===== src/hdl/rsb_pkg.sv =====
// Shared constants, word types and the quarter-wave sine table for the rotated sprite blitter.
// Depends on nothing; every other file in hdl/ imports it.
package rsb_pkg;

    // Geometry and storage sizes
    localparam int SCALE      = 2;
    localparam int SCREEN_W   = 512;
    localparam int SCREEN_H   = 512;
    localparam int SHEET_SIZE = 256;

    // Screen sizes are powers of two, so wrapping is a truncation to these widths
    localparam int XW = $clog2(SCREEN_W);
    localparam int YW = $clog2(SCREEN_H);
    localparam int SHEET_BITS = $clog2(SHEET_SIZE);
    localparam int ADDR_W = 1 + 2 * SHEET_BITS;

    // Fixed-point layout: Q1.14 trig, scaled offsets, products and sums
    localparam int Q14_FRAC = 14;
    localparam int TRIG_W = 16;
    localparam int DX_W = 8 + $clog2(SCALE);
    localparam int PW = TRIG_W + DX_W;
    localparam int SW = PW + 2;

    // Write counter width for the SCALE x SCALE block
    localparam int CW = (SCALE > 1) ? $clog2(SCALE) : 1;

    // Named codes
    localparam logic ACT_LOAD = 1'b0;
    localparam logic ACT_DRAW = 1'b1;
    localparam logic [23:0] BLACK = 24'h000000;
    localparam int QUARTER_TURN = 90;
    localparam int HALF_TURN = 180;
    localparam int THREE_QUARTER_TURN = 270;
    localparam int FULL_TURN = 360;

    // Input word
    typedef struct packed {
        logic        action;
        logic        sheet;
        logic [7:0]  tex_x;
        logic [7:0]  tex_y;
        logic [23:0] texel_color;
        logic [8:0]  center_x;
        logic [8:0]  center_y;
        logic [8:0]  angle;
        logic [5:0]  pixel_col;
        logic [5:0]  pixel_row;
        logic [6:0]  sprite_width;
        logic [6:0]  sprite_height;
    } cmd_word_t;

    // Output word
    typedef struct packed {
        logic [XW-1:0] write_x;
        logic [YW-1:0] write_y;
        logic [23:0]   pixel_color;
        logic          last_write;
    } wr_word_t;

    // Geometry leaving the lookup stage
    typedef struct packed {
        logic                     draw;
        logic signed [TRIG_W-1:0] sin_q;
        logic signed [TRIG_W-1:0] cos_q;
        logic signed [DX_W-1:0]   dx;
        logic signed [DX_W-1:0]   dy;
        logic [8:0]               cx;
        logic [8:0]               cy;
    } geo_word_t;

    // Top-left write position and color of one visible pixel
    typedef struct packed {
        logic [XW-1:0] base_x;
        logic [YW-1:0] base_y;
        logic [23:0]   color;
    } pos_word_t;

    // round(16384 * sin(deg)) for 0..90 degrees
    localparam logic [14:0] QUARTER_SINE [0:90] = '{
        15'd0,     15'd286,   15'd572,   15'd857,   15'd1143,
        15'd1428,  15'd1713,  15'd1997,  15'd2280,  15'd2563,
        15'd2845,  15'd3126,  15'd3406,  15'd3686,  15'd3964,
        15'd4240,  15'd4516,  15'd4790,  15'd5063,  15'd5334,
        15'd5604,  15'd5872,  15'd6138,  15'd6402,  15'd6664,
        15'd6924,  15'd7182,  15'd7438,  15'd7692,  15'd7943,
        15'd8192,  15'd8438,  15'd8682,  15'd8923,  15'd9162,
        15'd9397,  15'd9630,  15'd9860,  15'd10087, 15'd10311,
        15'd10531, 15'd10749, 15'd10963, 15'd11174, 15'd11381,
        15'd11585, 15'd11786, 15'd11982, 15'd12176, 15'd12365,
        15'd12551, 15'd12733, 15'd12911, 15'd13085, 15'd13255,
        15'd13421, 15'd13583, 15'd13741, 15'd13894, 15'd14044,
        15'd14189, 15'd14330, 15'd14466, 15'd14598, 15'd14726,
        15'd14849, 15'd14968, 15'd15082, 15'd15191, 15'd15296,
        15'd15396, 15'd15491, 15'd15582, 15'd15668, 15'd15749,
        15'd15826, 15'd15897, 15'd15964, 15'd16026, 15'd16083,
        15'd16135, 15'd16182, 15'd16225, 15'd16262, 15'd16294,
        15'd16322, 15'd16344, 15'd16362, 15'd16374, 15'd16382,
        15'd16384
    };

    // Q1.14 sine of an angle already reduced to 0..359
    function automatic logic signed [TRIG_W-1:0] sine_q14(input logic [8:0] deg);
        logic [6:0]        idx;
        logic              neg;
        logic [TRIG_W-1:0] mag;
        if (deg <= 9'(QUARTER_TURN)) begin
            idx = deg[6:0];
            neg = 1'b0;
        end else if (deg <= 9'(HALF_TURN)) begin
            idx = 7'(9'(HALF_TURN) - deg);
            neg = 1'b0;
        end else if (deg <= 9'(THREE_QUARTER_TURN)) begin
            idx = 7'(deg - 9'(HALF_TURN));
            neg = 1'b1;
        end else begin
            idx = 7'(9'(FULL_TURN) - deg);
            neg = 1'b1;
        end
        mag = {1'b0, QUARTER_SINE[idx]};
        return neg ? -$signed(mag) : $signed(mag);
    endfunction

endpackage


===== src/hdl/rsb_rotate.sv =====
// Rotation datapath: drop black or load words, multiply by sine and cosine, sum, truncate.
// Depends on rsb_pkg.
module rsb_rotate (
    input  logic               clk,
    input  logic               rst_n,
    input  logic               geo_valid,
    output logic               geo_stall,
    input  rsb_pkg::geo_word_t geo,
    input  logic [23:0]        texel,
    output logic               pos_valid,
    input  logic               pos_stall,
    output rsb_pkg::pos_word_t pos
);
    import rsb_pkg::*;

    // Product stage
    logic                 v2_reg;
    logic signed [PW-1:0] cdx_reg;
    logic signed [PW-1:0] sdy_reg;
    logic signed [PW-1:0] sdx_reg;
    logic signed [PW-1:0] cdy_reg;
    logic [8:0]           cx2_reg;
    logic [8:0]           cy2_reg;
    logic [23:0]          color2_reg;

    // Sum stage
    logic                 v3_reg;
    logic signed [SW-1:0] sum_x_reg;
    logic signed [SW-1:0] sum_y_reg;
    logic signed [SW-1:0] sum_x_next;
    logic signed [SW-1:0] sum_y_next;
    logic [23:0]          color3_reg;

    // Position stage
    logic                 v4_reg;
    pos_word_t            pos_reg;
    pos_word_t            pos_next;
    logic signed [SW-1:0] q_x;
    logic signed [SW-1:0] q_y;
    logic                 adj_x;
    logic                 adj_y;

    logic adv2;
    logic adv3;
    logic adv4;

    // A stage loads when it is empty or its word moves on
    assign adv4      = !v4_reg || !pos_stall;
    assign adv3      = !v3_reg || adv4;
    assign adv2      = !v2_reg || adv3;
    assign geo_stall = !adv2;

    // Center in Q14 plus the rotated offset
    always_comb
    begin
        sum_x_next = (SW'($signed({1'b0, cx2_reg})) <<< Q14_FRAC)
                   + SW'(cdx_reg) - SW'(sdy_reg);
        sum_y_next = (SW'($signed({1'b0, cy2_reg})) <<< Q14_FRAC)
                   + SW'(sdx_reg) + SW'(cdy_reg);
    end

    // Truncate toward zero, then step back by half the block and wrap into the screen
    always_comb
    begin
        q_x   = sum_x_reg >>> Q14_FRAC;
        q_y   = sum_y_reg >>> Q14_FRAC;
        adj_x = sum_x_reg[SW-1] && (sum_x_reg[Q14_FRAC-1:0] != '0);
        adj_y = sum_y_reg[SW-1] && (sum_y_reg[Q14_FRAC-1:0] != '0);
        pos_next.base_x = XW'(q_x) + XW'(adj_x) - XW'(SCALE / 2);
        pos_next.base_y = YW'(q_y) + YW'(adj_y) - YW'(SCALE / 2);
        pos_next.color  = color3_reg;
    end

    // Payload registers
    always_ff @(posedge clk)
    begin
        if (adv2)
        begin
            cdx_reg    <= PW'(geo.cos_q) * PW'(geo.dx);
            sdy_reg    <= PW'(geo.sin_q) * PW'(geo.dy);
            sdx_reg    <= PW'(geo.sin_q) * PW'(geo.dx);
            cdy_reg    <= PW'(geo.cos_q) * PW'(geo.dy);
            cx2_reg    <= geo.cx;
            cy2_reg    <= geo.cy;
            color2_reg <= texel;
        end
        if (adv3)
        begin
            sum_x_reg  <= sum_x_next;
            sum_y_reg  <= sum_y_next;
            color3_reg <= color2_reg;
        end
        if (adv4)
        begin
            pos_reg <= pos_next;
        end
    end

    // Valid bits; drop loads and black texels at the product stage
    always_ff @(posedge clk or negedge rst_n)
    begin
        if (!rst_n)
        begin
            v2_reg <= 1'b0;
            v3_reg <= 1'b0;
            v4_reg <= 1'b0;
        end
        else
        begin
            if (adv2)
            begin
                v2_reg <= geo_valid && geo.draw && (texel != BLACK);
            end
            if (adv3)
            begin
                v3_reg <= v2_reg;
            end
            if (adv4)
            begin
                v4_reg <= v3_reg;
            end
        end
    end

    assign pos_valid = v4_reg;
    assign pos       = pos_reg;

endmodule


===== config.mk =====
export PLATFORM = sky130hd
export DESIGN_NAME = rsb_rotate
export DESIGN_NICKNAME = d
export VERILOG_FILES = /design/src/hdl/rsb_pkg.sv /design/src/hdl/rsb_rotate.sv
export SDC_FILE = /design/constraint.sdc
export NUM_CORES = 2
export LEC_CHECK = 0
export BUFFER_PORTS_ARGS = -buffer_cell sky130_fd_sc_hd__buf_4
export CELL_PAD_IN_SITES_DETAIL_PLACEMENT = 1
export CELL_PAD_IN_SITES_GLOBAL_PLACEMENT = 2
export CORE_UTILIZATION = 43
export DETAILED_ROUTE_END_ITERATION = 10
export PLACE_DENSITY = 0.92
export SETUP_SLACK_MARGIN = 0.1
export SYNTH_ARGS = -nofsm -noshare
export SYNTH_HDL_FRONTEND = slang
export SYNTH_SLANG_ARGS = --single-unit

===== constraint.sdc =====
create_clock -name clk -period 12.45 [get_ports clk]
set_input_delay 3.1125 -clock clk [delete_from_list [all_inputs] [get_ports clk]]
set_output_delay 3.1125 -clock clk [all_outputs]
set_load 0.05 [all_outputs]

; Word-level counts from Yosys, hierarchy flattened
; Cells that the tools add are included.
[word_totals]
inputBits = 97
wordCells = 43
reg_bits = 265
output_inout_bits = 44
[op_classes]
addsub = 8
multipliers = 4
n_reduce_logical = 15
[ops]
columns = cell, n
row1 = $mul A16 B9 Y25, 4
row2 = $add A24 B25 Y26, 2
row3 = $reduce_bool A14 Y1, 2
row4 = $add A26 B25 Y27, 1
row5 = $sub A26 B25 Y27, 1
row6 = $reduce_bool A24 Y1, 1
row7 = $add A9 B1 Y9, 2
row8 = $sub A9 B1 Y9 const B, 2
row9 = $logic_not A1 Y1, 5
row10 = $logic_and A1 B1 Y1, 4
row11 = $logic_or A1 B1 Y1, 3

; Depth between registers and ports, before layout
[logic_depth]
word_depth = 5
depth_mapped = 20
mapped_depth_nobuf = 18

; Least setup slack after synthesis
; No wires, ideal clock.
[synth_timing]
path_kind = input-to-output
start = input pos_stall
end = output geo_stall
cell_stages = 2
required_ns = 9.337
t_arrival_ns = 9.215
path_buffers = 0
slack_ns = 0.122
cell_sequence = nand4_1 inv_1
[synth_between]
elab_chain_cells = 5
[synth_lines]
columns = element, line_no
row1 = start: declaration, rsb_rotate.sv:11  ; input logic pos_stall,
row2 = $logic_not A1 Y1, rsb_rotate.sv:48  ; assign adv4 = !v4_reg || !pos_stall;
row3 = $logic_or A1 B1 Y1, rsb_rotate.sv:48
row4 = $logic_or A1 B1 Y1, rsb_rotate.sv:49  ; assign adv3 = !v3_reg || adv4;
row5 = $logic_or A1 B1 Y1, rsb_rotate.sv:50  ; assign adv2 = !v2_reg || adv3;
row6 = $logic_not A1 Y1, rsb_rotate.sv:51  ; assign geo_stall = !adv2;
row7 = end: declaration, rsb_rotate.sv:7  ; output logic geo_stall,
; No other way between the ends.

; Worst setup path after layout
[layout_timing]
start = input geo[26] (netlist bit)
end = register cdy_reg[22] (data pin)
[layout_between]
elab_chain_cells = 1
[layout_lines]
columns = element, line_no
row1 = start: declaration, rsb_rotate.sv:8  ; input rsb_pkg::geo_word_t geo,
row2 = $mul A16 B9 Y25, rsb_rotate.sv:82  ; cdy_reg <= PW'(geo.cos_q) * PW'(geo.dy);
row3 = end signal: assignment, rsb_rotate.sv:82
row4 = end: declaration, rsb_rotate.sv:21  ; logic signed [PW-1:0] cdy_reg;
; No other way between the ends.
; A chain may end at the register's enable or synchronous reset.

==> impl_metrics.env <==
export IMPL_status="complete, no violations"
export IMPL_layout_common_cells="fa_1, inv_1, nand2_1"
export IMPL_area_growth_syn_to_layout_pct=9.48
export IMPL_synthAdderAreaFrac_pct=44.0
export IMPL_tritoncts="done"
export IMPL_h_tree_depth=1
export IMPL_holdWs_ns=0.413
export IMPL_overflow=0
export IMPL_syn_num_nets=3813
export IMPL_setup_viol=0
export IMPL_rsz0062_at_grt="no"
export IMPL_start_kind="primary input"
export IMPL_ys_types=67
export IMPL_post_route_period_util_pct=65.9
export IMPL_synthArstFlopShare_pct=1.16
export IMPL_worst_ep_arrival_time_ns=8.55
export IMPL_port_buffers=140
export IMPL_crit_fanout=15
export IMPL_clock_sinks=259
export IMPL_dieArea_um2=73100
export IMPL_path_cells="buf_4, clkinv_1, buf_4, nor2_1, fa_1, fa_1, fa_1, fa_1, ha_1, ha_1, nand2_1, o31ai_1, nor3_1, o21ai_1, nand2_1, a211o_1"
export IMPL_synthXorXnorAreaFrac_pct=4.10
export IMPL_netSwitchingFraction_pct=48.3
export IMPL_multi_input_area_um2=21100
export IMPL_synth_area_um2=31000
export IMPL_worstMarginPinSlew_ns=1.13
export IMPL_post_route_cell_area_um2=33900
export IMPL_avgRoutedWirePerCell_um=19.2
export IMPL_p_leak_nw=16.1
export IMPL_fillers=7845
export IMPL_critPathBufInv=3
export IMPL_fin_nets=3894
export IMPL_place_inst=3926
export IMPL_synth_top_family_by_area="adder cells"
export IMPL_syn_area_per_cell_um2=10.6
export IMPL_drt_total_wl_mm=76.5
export IMPL_insertion_delay_ns=0.59
export IMPL_synth_edf_count=256
export IMPL_dp_hpwl_mm=59.7
export IMPL_grt_max_degree=77
export IMPL_path_delay_family="adder cells"
export IMPL_post_cts_resized=0
export IMPL_ys_seq_area_share_pct=25.1
export IMPL_critical_path_class="primary input to flip-flop"
export IMPL_synth_compound_area_share_pct=6.47
export IMPL_p_clk_share_pct=9.0
export IMPL_dpl_cell_area_um2=32900
export IMPL_synth_ff_type="edfxtp_1"
export IMPL_drtIter0Drc=1104
export IMPL_final_hold_viol_count=0
export IMPL_place_gp_congestion=0.818
export IMPL_synthMuxAreaShare_pct=0.0647
export IMPL_synth_seq_cells=259
export IMPL_grt_usage_pct=21.7
export IMPL_cp_slowest_stage_delay_ns=0.66
export IMPL_die_w_um=270
export IMPL_relSlewSlack_pct=24.6
export IMPL_crit_path_frequent_cell="fa_1"
export IMPL_grt_pass1_wl_mm=128
export IMPL_via_count=21100
export IMPL_pwr_share_comb_pct=73.0
export IMPL_fmax_mhz=122
export IMPL_via_per_inst=5.30
export IMPL_cts_buffers=29
export IMPL_register_area_um2=7760
export IMPL_slowest_stage="o31ai_1"
export IMPL_grt_pass1_vias=24200
export IMPL_seq_power_share_pct=18.0
export IMPL_hold_buffers=0
export IMPL_antenna_found_initial=1
export IMPL_power_density_nw_per_um2=296
export IMPL_switchingPower_mw=4.85
export IMPL_rows=98
export IMPL_ant_nets=0
export IMPL_hold_path_class="flip-flop to flip-flop"
export IMPL_largest_reg_flops=42
export IMPL_instances_no_fill=3981
export IMPL_cts_root_buffer="clkbuf_16"
export IMPL_drv_cap=0
export IMPL_die_y_um=270
export IMPL_path_clk_slew_ns=0.06
export IMPL_final_common_cell="fa_1"
export IMPL_max_vdd_ir_drop_v=0.000153
export IMPL_min_period_ns=8.21
export IMPL_ys_warnings_count=0
export IMPL_drtPass1Iterations=5
export IMPL_io_pins=141
export IMPL_crit_required_ns=12.79
export IMPL_post_route_drc_count=0
export IMPL_yosys_area_share_simple_pct=13.4
export IMPL_syn_inst=2926
export IMPL_final_max_slew_viol_count=0
export IMPL_cts_buffer_depth=3
export IMPL_core_region_area_um2=71400
export IMPL_post_cts_setup_buffers=0
export IMPL_finalClockSkew_ns=0.0313
export IMPL_setup_tns_final_ns=0
export IMPL_power_internal_mw=5.19
export IMPL_worstSetupEndpointType="flip-flop"
export IMPL_layout_drive_gt1_share_pct=6.83
export IMPL_initial_core_util_pct=43.4
[per-stage QoR]
stage                     worst slack [ns]  power (mW)  utilization (%)
final                                 4.24        10.0             47.5
after CTS                             4.28        10.1             47.5
after floorplan                      0.122        7.19                -
after global placement                3.99        8.74             46.1
after global routing                  3.93        11.1             47.5
after detailed placement              3.76        9.12             46.1
[cells in the mapped netlist (9+ instances only)]
cell	n	area, um^2
a31oi_1	16	100
nand3_1	21	105
nand4_1	13	81.3
nand2_1	324	1220
nor3_1	19	95.1
o21bai_1	13	97.6
o21ai_0	64	320
ha_1	294	3680
nor4_1	18	113
xnor2_1	91	797
nor2_1	128	480
o211ai_1	12	90.1
clkbuf_1	94	353
o31ai_1	13	97.6
xor2_1	54	473
a21o_1	26	195
o21a_1	9	67.6
inv_1	473	1780
and2_1	264	1650
a211oi_1	19	143
a21oi_1	94	470
or3_1	9	56.3
nand2b_1	19	119
fa_1	496	9930
edfxtp_1	256	7690
[cell families (layout without fill, tap and decap cells)]
group           count (synthesis)  after routing
compound gates                313            313
mux                             2              2
buf+inv                       569            673
other cells                     0              1
xor+xnor                      145            145
flops                         259            259
fa+ha+maj                     790            790
simple gates                  848            848
[final cells by class]
| cell class | instances | area share [%] |
|---|---|---|
| well taps | 950 | 3.51 |
| multi-input cells | 2098 | 62.2 |
| inverters | 475 | 5.26 |
| repair buffers | 144 | 3.19 |
| flip-flops and latches | 259 | 22.9 |
| diodes | 1 | 0.00738 |
| clock inverters | 21 | 0.768 |
| clock buffers | 33 | 2.19 |
[metal layers]
metal | global-route usage [%] | routed length, um | part of all wire [%] | vias to the layer above
li1 | - | - | - | 9580
met2 | 36.4 | 36700 | 48 | 434
met1 | 29.9 | 34400 | 45 | 11000
met4 | 6.53 | 2450 | 3.2 | 0
met3 | 1.76 | 2900 | 3.8 | 101
met5 | 0 | 0 | 0 | -
[path summary, 6_finish.rpt]
kind / slack (ns) / start / cells past startpoint / end
min in group asynchronous: 2.34 / rst_n / 1 / v3_reg
setup reg to reg: 9.18 / sdx_reg[1] / 9 / sum_y_reg[21]
hold reg to reg: 0.41 / color2_reg[21] / 0 / color3_reg[21]
hold / removal: 0.41 / color2_reg[21] / 0 / color3_reg[21]
setup / recovery: 4.24 / geo[26] / 16 / cdy_reg[22]
max in group asynchronous: 10.01 / rst_n / 1 / pos_valid
[power groups by stage]
stage	registers, mW	clock network, mW	logic (mW)
floorplan	1.91	0	5.28
global placement	1.81	0	6.93
detailed placement	1.83	0	7.29
CTS	1.81	0.928	7.38
global route	1.84	0.957	8.27
finish	1.80	0.907	7.32
Note: power is estimated with default switching activity, not from simulation.
