## src/hdl/rsb_pkg.sv

```systemverilog
// Shared constants, word types and the quarter-wave sine table for the rotated sprite blitter.
// Depends on nothing; every other file in hdl/ imports it.
package rsb_pkg;

    // Geometry and storage sizes
    localparam int SCALE      = 2;
    localparam int SCREEN_W   = 512;
    localparam int SCREEN_H   = 512;
    localparam int SHEET_SIZE = 256;

    // Screen sizes are powers of two, so wrapping is a truncation to these widths
    localparam int XW = $clog2(SCREEN_W);
    localparam int YW = $clog2(SCREEN_H);
    localparam int SHEET_BITS = $clog2(SHEET_SIZE);
    localparam int ADDR_W = 1 + 2 * SHEET_BITS;

    // Fixed-point layout: Q1.14 trig, scaled offsets, products and sums
    localparam int Q14_FRAC = 14;
    localparam int TRIG_W = 16;
    localparam int DX_W = 8 + $clog2(SCALE);
    localparam int PW = TRIG_W + DX_W;
    localparam int SW = PW + 2;

    // Write counter width for the SCALE x SCALE block
    localparam int CW = (SCALE > 1) ? $clog2(SCALE) : 1;

    // Named codes
    localparam logic ACT_LOAD = 1'b0;
    localparam logic ACT_DRAW = 1'b1;
    localparam logic [23:0] BLACK = 24'h000000;
    localparam int QUARTER_TURN = 90;
    localparam int HALF_TURN = 180;
    localparam int THREE_QUARTER_TURN = 270;
    localparam int FULL_TURN = 360;

    // Input word
    typedef struct packed {
        logic        action;
        logic        sheet;
        logic [7:0]  tex_x;
        logic [7:0]  tex_y;
        logic [23:0] texel_color;
        logic [8:0]  center_x;
        logic [8:0]  center_y;
        logic [8:0]  angle;
        logic [5:0]  pixel_col;
        logic [5:0]  pixel_row;
        logic [6:0]  sprite_width;
        logic [6:0]  sprite_height;
    } cmd_word_t;

    // Output word
    typedef struct packed {
        logic [XW-1:0] write_x;
        logic [YW-1:0] write_y;
        logic [23:0]   pixel_color;
        logic          last_write;
    } wr_word_t;

    // Geometry leaving the lookup stage
    typedef struct packed {
        logic                     draw;
        logic signed [TRIG_W-1:0] sin_q;
        logic signed [TRIG_W-1:0] cos_q;
        logic signed [DX_W-1:0]   dx;
        logic signed [DX_W-1:0]   dy;
        logic [8:0]               cx;
        logic [8:0]               cy;
    } geo_word_t;

    // Top-left write position and color of one visible pixel
    typedef struct packed {
        logic [XW-1:0] base_x;
        logic [YW-1:0] base_y;
        logic [23:0]   color;
    } pos_word_t;

    // round(16384 * sin(deg)) for 0..90 degrees
    localparam logic [14:0] QUARTER_SINE [0:90] = '{
        15'd0,     15'd286,   15'd572,   15'd857,   15'd1143,
        15'd1428,  15'd1713,  15'd1997,  15'd2280,  15'd2563,
        15'd2845,  15'd3126,  15'd3406,  15'd3686,  15'd3964,
        15'd4240,  15'd4516,  15'd4790,  15'd5063,  15'd5334,
        15'd5604,  15'd5872,  15'd6138,  15'd6402,  15'd6664,
        15'd6924,  15'd7182,  15'd7438,  15'd7692,  15'd7943,
        15'd8192,  15'd8438,  15'd8682,  15'd8923,  15'd9162,
        15'd9397,  15'd9630,  15'd9860,  15'd10087, 15'd10311,
        15'd10531, 15'd10749, 15'd10963, 15'd11174, 15'd11381,
        15'd11585, 15'd11786, 15'd11982, 15'd12176, 15'd12365,
        15'd12551, 15'd12733, 15'd12911, 15'd13085, 15'd13255,
        15'd13421, 15'd13583, 15'd13741, 15'd13894, 15'd14044,
        15'd14189, 15'd14330, 15'd14466, 15'd14598, 15'd14726,
        15'd14849, 15'd14968, 15'd15082, 15'd15191, 15'd15296,
        15'd15396, 15'd15491, 15'd15582, 15'd15668, 15'd15749,
        15'd15826, 15'd15897, 15'd15964, 15'd16026, 15'd16083,
        15'd16135, 15'd16182, 15'd16225, 15'd16262, 15'd16294,
        15'd16322, 15'd16344, 15'd16362, 15'd16374, 15'd16382,
        15'd16384
    };

    // Q1.14 sine of an angle already reduced to 0..359
    function automatic logic signed [TRIG_W-1:0] sine_q14(input logic [8:0] deg);
        logic [6:0]        idx;
        logic              neg;
        logic [TRIG_W-1:0] mag;
        if (deg <= 9'(QUARTER_TURN)) begin
            idx = deg[6:0];
            neg = 1'b0;
        end else if (deg <= 9'(HALF_TURN)) begin
            idx = 7'(9'(HALF_TURN) - deg);
            neg = 1'b0;
        end else if (deg <= 9'(THREE_QUARTER_TURN)) begin
            idx = 7'(deg - 9'(HALF_TURN));
            neg = 1'b1;
        end else begin
            idx = 7'(9'(FULL_TURN) - deg);
            neg = 1'b1;
        end
        mag = {1'b0, QUARTER_SINE[idx]};
        return neg ? -$signed(mag) : $signed(mag);
    endfunction

endpackage

```

## src/hdl/rsb_expand.sv

```systemverilog
// Expands one visible pixel into SCALE x SCALE screen writes through an output register.
// Depends on rsb_pkg.
module rsb_expand (
    input  logic               clk,
    input  logic               rst_n,
    input  logic               pos_valid,
    output logic               pos_stall,
    input  rsb_pkg::pos_word_t pos,
    output logic               wr_valid,
    input  logic               wr_stall,
    output rsb_pkg::wr_word_t  wr
);
    import rsb_pkg::*;

    logic            cur_valid_reg;
    pos_word_t       cur_reg;
    logic [CW-1:0]   xx_reg;
    logic [CW-1:0]   yy_reg;
    logic            wr_valid_reg;
    wr_word_t        wr_reg;
    wr_word_t        wr_next;
    logic            emit;
    logic            last;

    // Produce a write whenever the output register is free or being taken
    assign emit      = cur_valid_reg && (!wr_valid_reg || !wr_stall);
    assign last      = (xx_reg == CW'(SCALE - 1)) && (yy_reg == CW'(SCALE - 1));
    assign pos_stall = cur_valid_reg && !(emit && last);

    // Offset the write inside the block; x is the outer count, y the inner
    always_comb
    begin
        wr_next.write_x     = cur_reg.base_x + XW'(xx_reg);
        wr_next.write_y     = cur_reg.base_y + YW'(yy_reg);
        wr_next.pixel_color = cur_reg.color;
        wr_next.last_write  = last;
    end

    // Payload registers
    always_ff @(posedge clk)
    begin
        if (!pos_stall)
        begin
            cur_reg <= pos;
        end
        if (emit)
        begin
            wr_reg <= wr_next;
        end
    end

    // Control: current pixel, write counters, output valid
    always_ff @(posedge clk or negedge rst_n)
    begin
        if (!rst_n)
        begin
            cur_valid_reg <= 1'b0;
            xx_reg        <= '0;
            yy_reg        <= '0;
            wr_valid_reg  <= 1'b0;
        end
        else
        begin
            // Step through the block
            if (emit && !last)
            begin
                if (yy_reg == CW'(SCALE - 1))
                begin
                    yy_reg <= '0;
                    xx_reg <= xx_reg + CW'(1);
                end
                else
                begin
                    yy_reg <= yy_reg + CW'(1);
                end
            end
            // Take the next pixel once the current one is done
            if (!pos_stall)
            begin
                cur_valid_reg <= pos_valid;
                xx_reg        <= '0;
                yy_reg        <= '0;
            end
            // Hold the output word until taken
            if (emit)
            begin
                wr_valid_reg <= 1'b1;
            end
            else if (!wr_stall)
            begin
                wr_valid_reg <= 1'b0;
            end
        end
    end

    assign wr_valid = wr_valid_reg;
    assign wr       = wr_reg;

endmodule

```

## config.mk

```make
export PLATFORM = sky130hd
export DESIGN_NAME = rsb_expand
export DESIGN_NICKNAME = d
export VERILOG_FILES = /design/src/hdl/rsb_pkg.sv /design/src/hdl/rsb_expand.sv
export SDC_FILE = /design/constraint.sdc
export NUM_CORES = 1
export LEC_CHECK = 0
export ABC_CLOCK_PERIOD_IN_PS = 5640
export BUFFER_PORTS_ARGS = -buffer_cell sky130_fd_sc_hd__buf_2
export CORE_MARGIN = 1
export CORE_UTILIZATION = 54
export CTS_CLUSTER_DIAMETER = 200
export DETAILED_ROUTE_END_ITERATION = 12
export PLACE_DENSITY_LB_ADDON = 0.12
export SYNTH_ARGS = -nofsm -noshare
export SYNTH_HDL_FRONTEND = slang
export SYNTH_SLANG_ARGS = --single-unit
```

## constraint.sdc

```tcl
create_clock -name clk -period 5.64 [get_ports clk]
set_input_delay 0.564 -clock clk [delete_from_list [all_inputs] [get_ports clk]]
set_output_delay 0.564 -clock clk [all_outputs]
set_load 0.01 [all_outputs]
```

-- Word level (Yosys, flattened, before mapping)
Cells that the tools add are included.
Widths: inputs -> output; s select.
- input bits: 46
- register bits after elaboration: 89
- logic and storage cells: 37
- reductions and logical operators: 11
- add/subtract/negate cells: 4
- multiplexer cells: 8
- equality and inequality tests: 3
- operators with widths (operator ; number):
    $add 9x1->9 ; 2
    $mux 1 ; 8
    $ne 2x1->1 const B ; 3
    $logic_and 1x1->1 ; 5
    $logic_not 1->1 ; 4
    $add 1x1->1 const B ; 2
    $reduce_and 2->1 ; 1
    $logic_or 1x1->1 ; 1

-- Logic depth before layout (Yosys ltp)
Gate-level depths: netlist (run 1).
- depth in word-level cells: 8
- mapped depth: 5
- depth with buffers taken out: 5

-- Least setup slack after synthesis (run 1)
Ideal clock, no wire load.
- kind: input port to flip-flop
- from: input wr_stall
- to: register wr_reg, in the netlist wr[0] (enable)
- data required time: 5.182 ns
- stages on the path: 1
- path buffers: 0
- setup slack: 2.489 ns
- arrival: 2.694 ns
- cell sequence: a21oi_1
- longest elaborated chain between the ends: 3
- ends and longest elaborated chain (what ; RTL line ; RTL):
    start: declaration ; rsb_expand.sv:10 ; input logic wr_stall,
    $logic_not 1->1 ; -- ;
    $logic_or 1x1->1 ; rsb_expand.sv:26 ; assign emit = cur_valid_reg && (!wr_valid_reg || !wr_stall);
    $logic_and 1x1->1 ; rsb_expand.sv:26 ;
    end signal: assignment ; rsb_expand.sv:48 ; wr_reg <= wr_next;
    end: declaration ; rsb_expand.sv:20 ; wr_word_t wr_reg;
Every way passes these cells.
A chain may end at the register's enable or synchronous reset.

-- Worst setup path in the final report (run 1)
- from: register wr_valid_reg (netlist: wr_valid)
- to: output pos_stall
- longest elaborated chain between the ends: 6
- ends and longest elaborated chain (what ; RTL line ; RTL):
    start: declaration ; rsb_expand.sv:19 ; logic wr_valid_reg;
    start signal: assignment ; rsb_expand.sv:60 ; wr_valid_reg <= 1'b0;
    start signal: assignment ; rsb_expand.sv:87 ; wr_valid_reg <= 1'b1;
    start signal: assignment ; rsb_expand.sv:91 ; wr_valid_reg <= 1'b0;
    $logic_not 1->1 ; rsb_expand.sv:26 ;
    $logic_or 1x1->1 ; rsb_expand.sv:26 ;
    $logic_and 1x1->1 ; rsb_expand.sv:26 ;
    $logic_and 1x1->1 ; rsb_expand.sv:28 ; assign pos_stall = cur_valid_reg && !(emit && last);
    $logic_not 1->1 ; rsb_expand.sv:28 ;
    $logic_and 1x1->1 ; rsb_expand.sv:28 ;
    end: declaration ; rsb_expand.sv:7 ; output logic pos_stall,
Every way passes these cells.

==> impl_metrics.ini, run 1 <==
[place]
dp_slack_ns = 3.23
hpwl_mm = 3.20
gpl.final_weighted_congestion = 0.725
place_area_um2 = 3550
io_buffers = 90

[worst_hold_path]
hp-start = pos[10]
min_delay_path_depth = 1
min-delay-path-class = in2reg
holdPathEnd = cur_reg[10]

[clocking]
cts_setup_buffers = 0
cts_tree = yes
htreeDepth = 3
cts_sinks = 89
insertion_delay_ns = 0.34
clockRootBuffer = clkbuf_8
clock_path_buffers = 2
cts_buffers = 9
clkSlewWorstSetupHoldPaths_ns = 0.08

[global_route]
grt_pass1_wl_mm = 7.60
gr-usage-met1 = 0.186
grt_overflow = 0
grt_usage = 0.180
grt_max_degree = 45
grt_pass1_vias = 1619
antenna_found_initial = 0
met2_usage = 0.323
grtUsageMet3 = 0.0659
grt-busiest-layer = met2

[synth]
async_flop_share = 0.0449
synth_cells = 140
ys_top_cells_by_count = edfxtp_1 (85), nor2_1 (9), xor2_1 (9)
yosysTopAreaCellShare = 0.852
post-synth-top-count-cell = edfxtp_1
netlist_area_um2 = 2990
ys_seq_elements = 89
ys_warn_count = 0
syn-num-nets = 190
syn_avg_cell_area_um2 = 21.4
synth_ff_type = edfxtp_1
synth_top_cell_by_area = edfxtp_1
ys_types = 18
synth_edf_count = 85
seq_area_frac_synth = 0.886
yosys-top-cells-area = edfxtp_1 (85%), dfrtp_1 (3.3%), xor2_1 (2.6%), xnor2_1 (1.8%), ha_1 (1.7%)

[critical_path]
cp-start-kind = register
crit_type = reg2out
path_max_fanout = 44
critPathBufInv = 2
required_ns = 5.08
r2r_slack_ns = 3.93
worstSetupEndpointType = primary output
r2r_start = wr_valid
crit_chain = nand2_1 > a21o_2 > inv_1 > buf_2
cp.arrival_ns = 1.92
reg2reg_depth = 2
cpMaxStageDelayCell = a21o_2
reg2reg_to = cur_reg[18]
cpPeakStageDelay_ns = 0.76
crit_family = compound AO/OA/AOI/OAI gates

[sta]
timing.fmax_mhz = 403
setup_viol = 0
slew_headroom = 0.374
drv_slew = 0
hold_ws_ns = 0.394
rsz0062_at_grt = false
worst_slew_pin_slew_ns = 0.939
fin_skew_ns = 0.00280
setup_ws_ns = 3.16
final.setup.tns_ns = 0
fin_crit_ns = 2.48
fin_crit_sh = 0.440
hold_viol = 0

[floorplan]
initial_core_util = 0.572
core_area_um2 = 5240
die_w_um = 76.5
io_pins = 91
dieArea_um2 = 5850
fp.dieH_um = 76.5
rows = 26

[final_layout]
final_util = 0.726
drive_gt1_frac = 0.448
syn2layout_area_growth_pct = 27.1
design_area_um2 = 3800
antenna_cells = 0
num-nets-final = 293
largest_reg_flops = 43

[detailed_routing]
wl_per_cell_um = 14.5
vias_per_cell = 4.88
drc = 0
vias = 1552
drt_iter0_markers = 85
drtPass1Iterations = 4
antenna_left = 0
routed_wl_mm = 4.61

[run_status]
run_status = finished clean

[pwr]
p_leak_nw = 1.49
power_density_nw_per_um2 = 484
ir_drop_uv = 359

[flow_run]
cap_viol_max_count = 0
[per-layer routing]
layer  vias up  wire [um]  part of all wire
li1        735          -                 -
met1       745       1680              0.36
met2        65       2580              0.56
met3         7        252             0.055
met4         0         90             0.020
met5         -          0                 0
[kinds of logic after synthesis]
family | Yosys count | share of synthesized area
simple gates | 27 | 0.0430
compound gates | 3 | 0.00794
fa+ha+maj | 4 | 0.0167
flops | 89 | 0.886
buf+inv | 2 | 0.00251
xor+xnor | 15 | 0.0439
[layout by cell type (no fill, tap or decap), types with 2 or more instances in the layout]
master,count
buf_2,90
edfxtp_1,85
nor2_1,9
xor2_1,9
clkbuf_8,9
nand3_1,6
xnor2_1,6
nand2_1,5
ha_1,4
dfrtp_1,4
bufinv_16,3
nand4_1,2
inv_1,2
clkinvlp_4,2
[how the worst max path moves through the flow]
stage | startpoint | end | slack (ns) | cells past startpoint
2_1_floorplan | wr_stall | wr[0] | 2.49 | 1
3_3_place_gp | wr_stall | pos_stall | 3.29 | 5
3_5_place_dp | wr_stall | pos_stall | 3.23 | 5
4_1_cts | wr_valid | pos_stall | 3.12 | 4
5_1_grt | yy_reg | pos_stall | 2.92 | 4
6_report | wr_valid | pos_stall | 3.16 | 4
[final cells by class]
cell class | instances | area [um^2]
multi-input combinational | 49 | 347
inverter | 2 | 7.51
clock inverter | 7 | 119
tap | 70 | 87.6
fill | 342 | 1430
clock buffer | 9 | 124
sequential | 89 | 2650
timing repair buffer | 92 | 468
[what timing repair did]
action | in CTS | in global routing
hold buffers | 1 | 0
hold endpoints to repair | 4 | 0
gates resized for setup | 0 | 0
[through the flow]
stage          cells  total power (W)
3_5_place_dp     301          0.00136
4_1_cts          318          0.00186
6_report         318          0.00184
5_1_grt          318          0.00193
3_3_place_gp     301          0.00134
2_1_floorplan    140          0.00121
[power by group]
group / internal (W) / switching (W) / total (W)
sequential: 0.000966 / 0.0000639 / 0.00103
clock: 0.000294 / 0.000208 / 0.000502
combinational: 0.000114 / 0.000195 / 0.000309
[worst reg2reg max path, stage by stage, from the launching register on]
cell     delay [ns]
dfrtp_1        0.44
nand2_1        0.13
a21o_2         0.76
(Power assumes the default switching activity.)
==> inputs of run 2 (changes only) <==
--- a/config.mk
+++ b/config.mk
@@ -5,10 +5,10 @@
 export SDC_FILE = /design/constraint.sdc
 export NUM_CORES = 1
 export LEC_CHECK = 0
-export ABC_CLOCK_PERIOD_IN_PS = 5640
+export ABC_CLOCK_PERIOD_IN_PS = 2250
 export BUFFER_PORTS_ARGS = -buffer_cell sky130_fd_sc_hd__buf_2
 export CORE_MARGIN = 1
-export CORE_UTILIZATION = 54
+export CORE_UTILIZATION = 45
 export CTS_CLUSTER_DIAMETER = 200
 export DETAILED_ROUTE_END_ITERATION = 12
 export PLACE_DENSITY_LB_ADDON = 0.12
==> constraint.sdc (replaced) <==
create_clock -name clk -period 2.25 [get_ports clk]
set_input_delay 0.225 -clock clk [delete_from_list [all_inputs] [get_ports clk]]
set_output_delay 0.225 -clock clk [all_outputs]
set_load 0.01 [all_outputs]
==> run 2 against run 1 <==
Effect of this change:
- critical path depth did not move
- flip-flop and latch count did not move
- clock power rose by 84%
- non-clock buffer count rose by 1
- clock skew rose by 0.0056 ns
- sequential power rose by 150%
- cell count rose by 2.5%
- combinational power rose to 2.6 times the previous value
- worst setup slack got worse by 2.7 ns
- register-to-register slack got worse by 3.2 ns
- die area rose by 19%
==> impl_metrics.ini, run 2 (same netlist as run 1, synthesis figures left out) <==
[global_route]
grt_pass1_wl_mm = 6.93
grt_max_degree = 42
antenna_found_initial = 0
grt_overflow = 0
grt_usage = 0.138
grt_pass1_vias = 1454

[sta]
drv_slew = 0
setup_viol = 0
worst_slew_pin_slew_ns = 0.477
timing.fmax_mhz = 556
rsz0062_at_grt = false
fin_crit_sh = 0.800
fin_skew_ns = 0.00842
setup_ws_ns = 0.451
final.setup.tns_ns = 0
slew_headroom = 0.682
hold_ws_ns = 0.0484
hold_viol = 0
fin_crit_ns = 1.80

[critical_path]
crit_end = pos_stall
cp-start-kind = register
cp.arrival_ns = 1.57
path_max_fanout = 21
crit_chain = nand2_1 > a21o_2 > inv_1 > buf_2
cpMaxStageDelayCell = dfrtp_1
crit_type = reg2out
required_ns = 2.03
cpPeakStageDelay_ns = 0.44
crit_path_start = wr_valid
r2r_slack_ns = 0.69
worstSetupEndpointType = primary output
r2r_start = wr_valid
reg2reg_to = cur_reg[6]
reg2reg_depth = 3

[pwr]
p_sw_frac = 0.270
clockPowerShare = 0.215
p_sw_w = 0.00116
ir_drop_uv = 565
p_seq_frac = 0.598
pwr-share-comb = 0.187
intPower_w = 0.00314
power_density_nw_per_um2 = 1140
p_leak_nw = 1.47

[floorplan]
io_pins = 91
rows = 29
initial_core_util = 0.469
core_area_um2 = 6390
die_w_um = 83.6
fp.dieH_um = 83.6
dieArea_um2 = 6980

[detailed_routing]
wl_per_cell_um = 13.3
antenna_left = 0
vias_per_cell = 4.57
drt_iter0_markers = 45
drc = 0
vias = 1489
routed_wl_mm = 4.35
drtPass1Iterations = 3

[clocking]
cts_tree = yes
cts_sinks = 89
clockRootBuffer = clkbuf_8
htreeDepth = 3
clock_path_buffers = 2
insertion_delay_ns = 0.34
clkSlewWorstSetupHoldPaths_ns = 0.09
cts_buffers = 9
cts_resized = 0

[final_layout]
syn2layout_area_growth_pct = 26.1
final_cells = 326
drive_gt1_frac = 0.446
largest_reg_flops = 43
num-nets-final = 294
antenna_cells = 0
final_common_cell = buf_2
final_cell_mix = buf_2 (90), edfxtp_1 (85), nor2_1 (9), xor2_1 (9), clkbuf_8 (9)

[place]
gpl.final_weighted_congestion = 0.740
dp_slack_ns = 0.653
io_buffers = 90
dp_cells = 309
hpwl_mm = 3.08

[flow_run]
cap_viol_max_count = 0

[worst_hold_path]
min-delay-path-class = in2reg

[run_status]
run_status = finished clean
-- run 2: layout make-up --
type | instances | area, um^2
clock buffer | 9 | 124
clock inverter | 7 | 47.5
fill | 507 | 2610
inverter | 2 | 7.51
multi-input combinational | 49 | 347
sequential | 89 | 2650
tap | 77 | 96.3
timing repair buffer | 93 | 500
-- run 2: power by group through the flow --
stage          Combinational (W)  Clock (W)  Sequential [W]
3_5_place_dp            0.000828          0         0.00261
2_1_floorplan           0.000313          0         0.00272
6_report                0.000804   0.000924         0.00257
3_3_place_gp            0.000823          0         0.00260
4_1_cts                 0.000830   0.000960         0.00258
5_1_grt                 0.000891    0.00103         0.00262
-- run 2: what timing repair did --
action | CTS | global route
setup buffers | 0 | 0
endpoints found under the hold margin | 4 | 0
hold buffers | 1 | 0
-- run 2: critical path: cells and delay by family (launching register included) --
family / cells / cell delay (ns)
AO/OA/AOI/OAI: 1 / 0.44
buffers and inverters: 2 / 0.22
flip-flops: 1 / 0.44
AND/OR/NAND/NOR: 1 / 0.13
-- run 2: how the worst min path moves through the flow --
stage	from	end	depth (start not counted)
6_report	pos[13]	cur_reg[13]	1
5_1_grt	pos[20]	cur_reg[20]	1
4_1_cts	pos[20]	cur_reg[20]	1
3_5_place_dp	rst_n	xx_reg	1
3_3_place_gp	rst_n	xx_reg	1
2_1_floorplan	rst_n	cur_valid_reg	0
-- run 2: routing by layer --
layer | vias up | share of wire | global-route usage
met1 | 689 | 0.40 | 0.155
li1 | 743 | - | -
met2 | 48 | 0.52 | 0.224
met4 | 0 | 0.024 | 0.0740
met5 | - | 0 | 0
met3 | 9 | 0.055 | 0.0564
-- run 2: stage by stage --
step,total power (W),cell area (um^2),utilization
2_1_floorplan,0.00303,3000,-
3_3_place_gp,0.00342,3590,0.563
3_5_place_dp,0.00344,3590,0.563
4_1_cts,0.00437,3770,0.591
5_1_grt,0.00454,3770,0.591
6_report,0.00430,3770,0.591
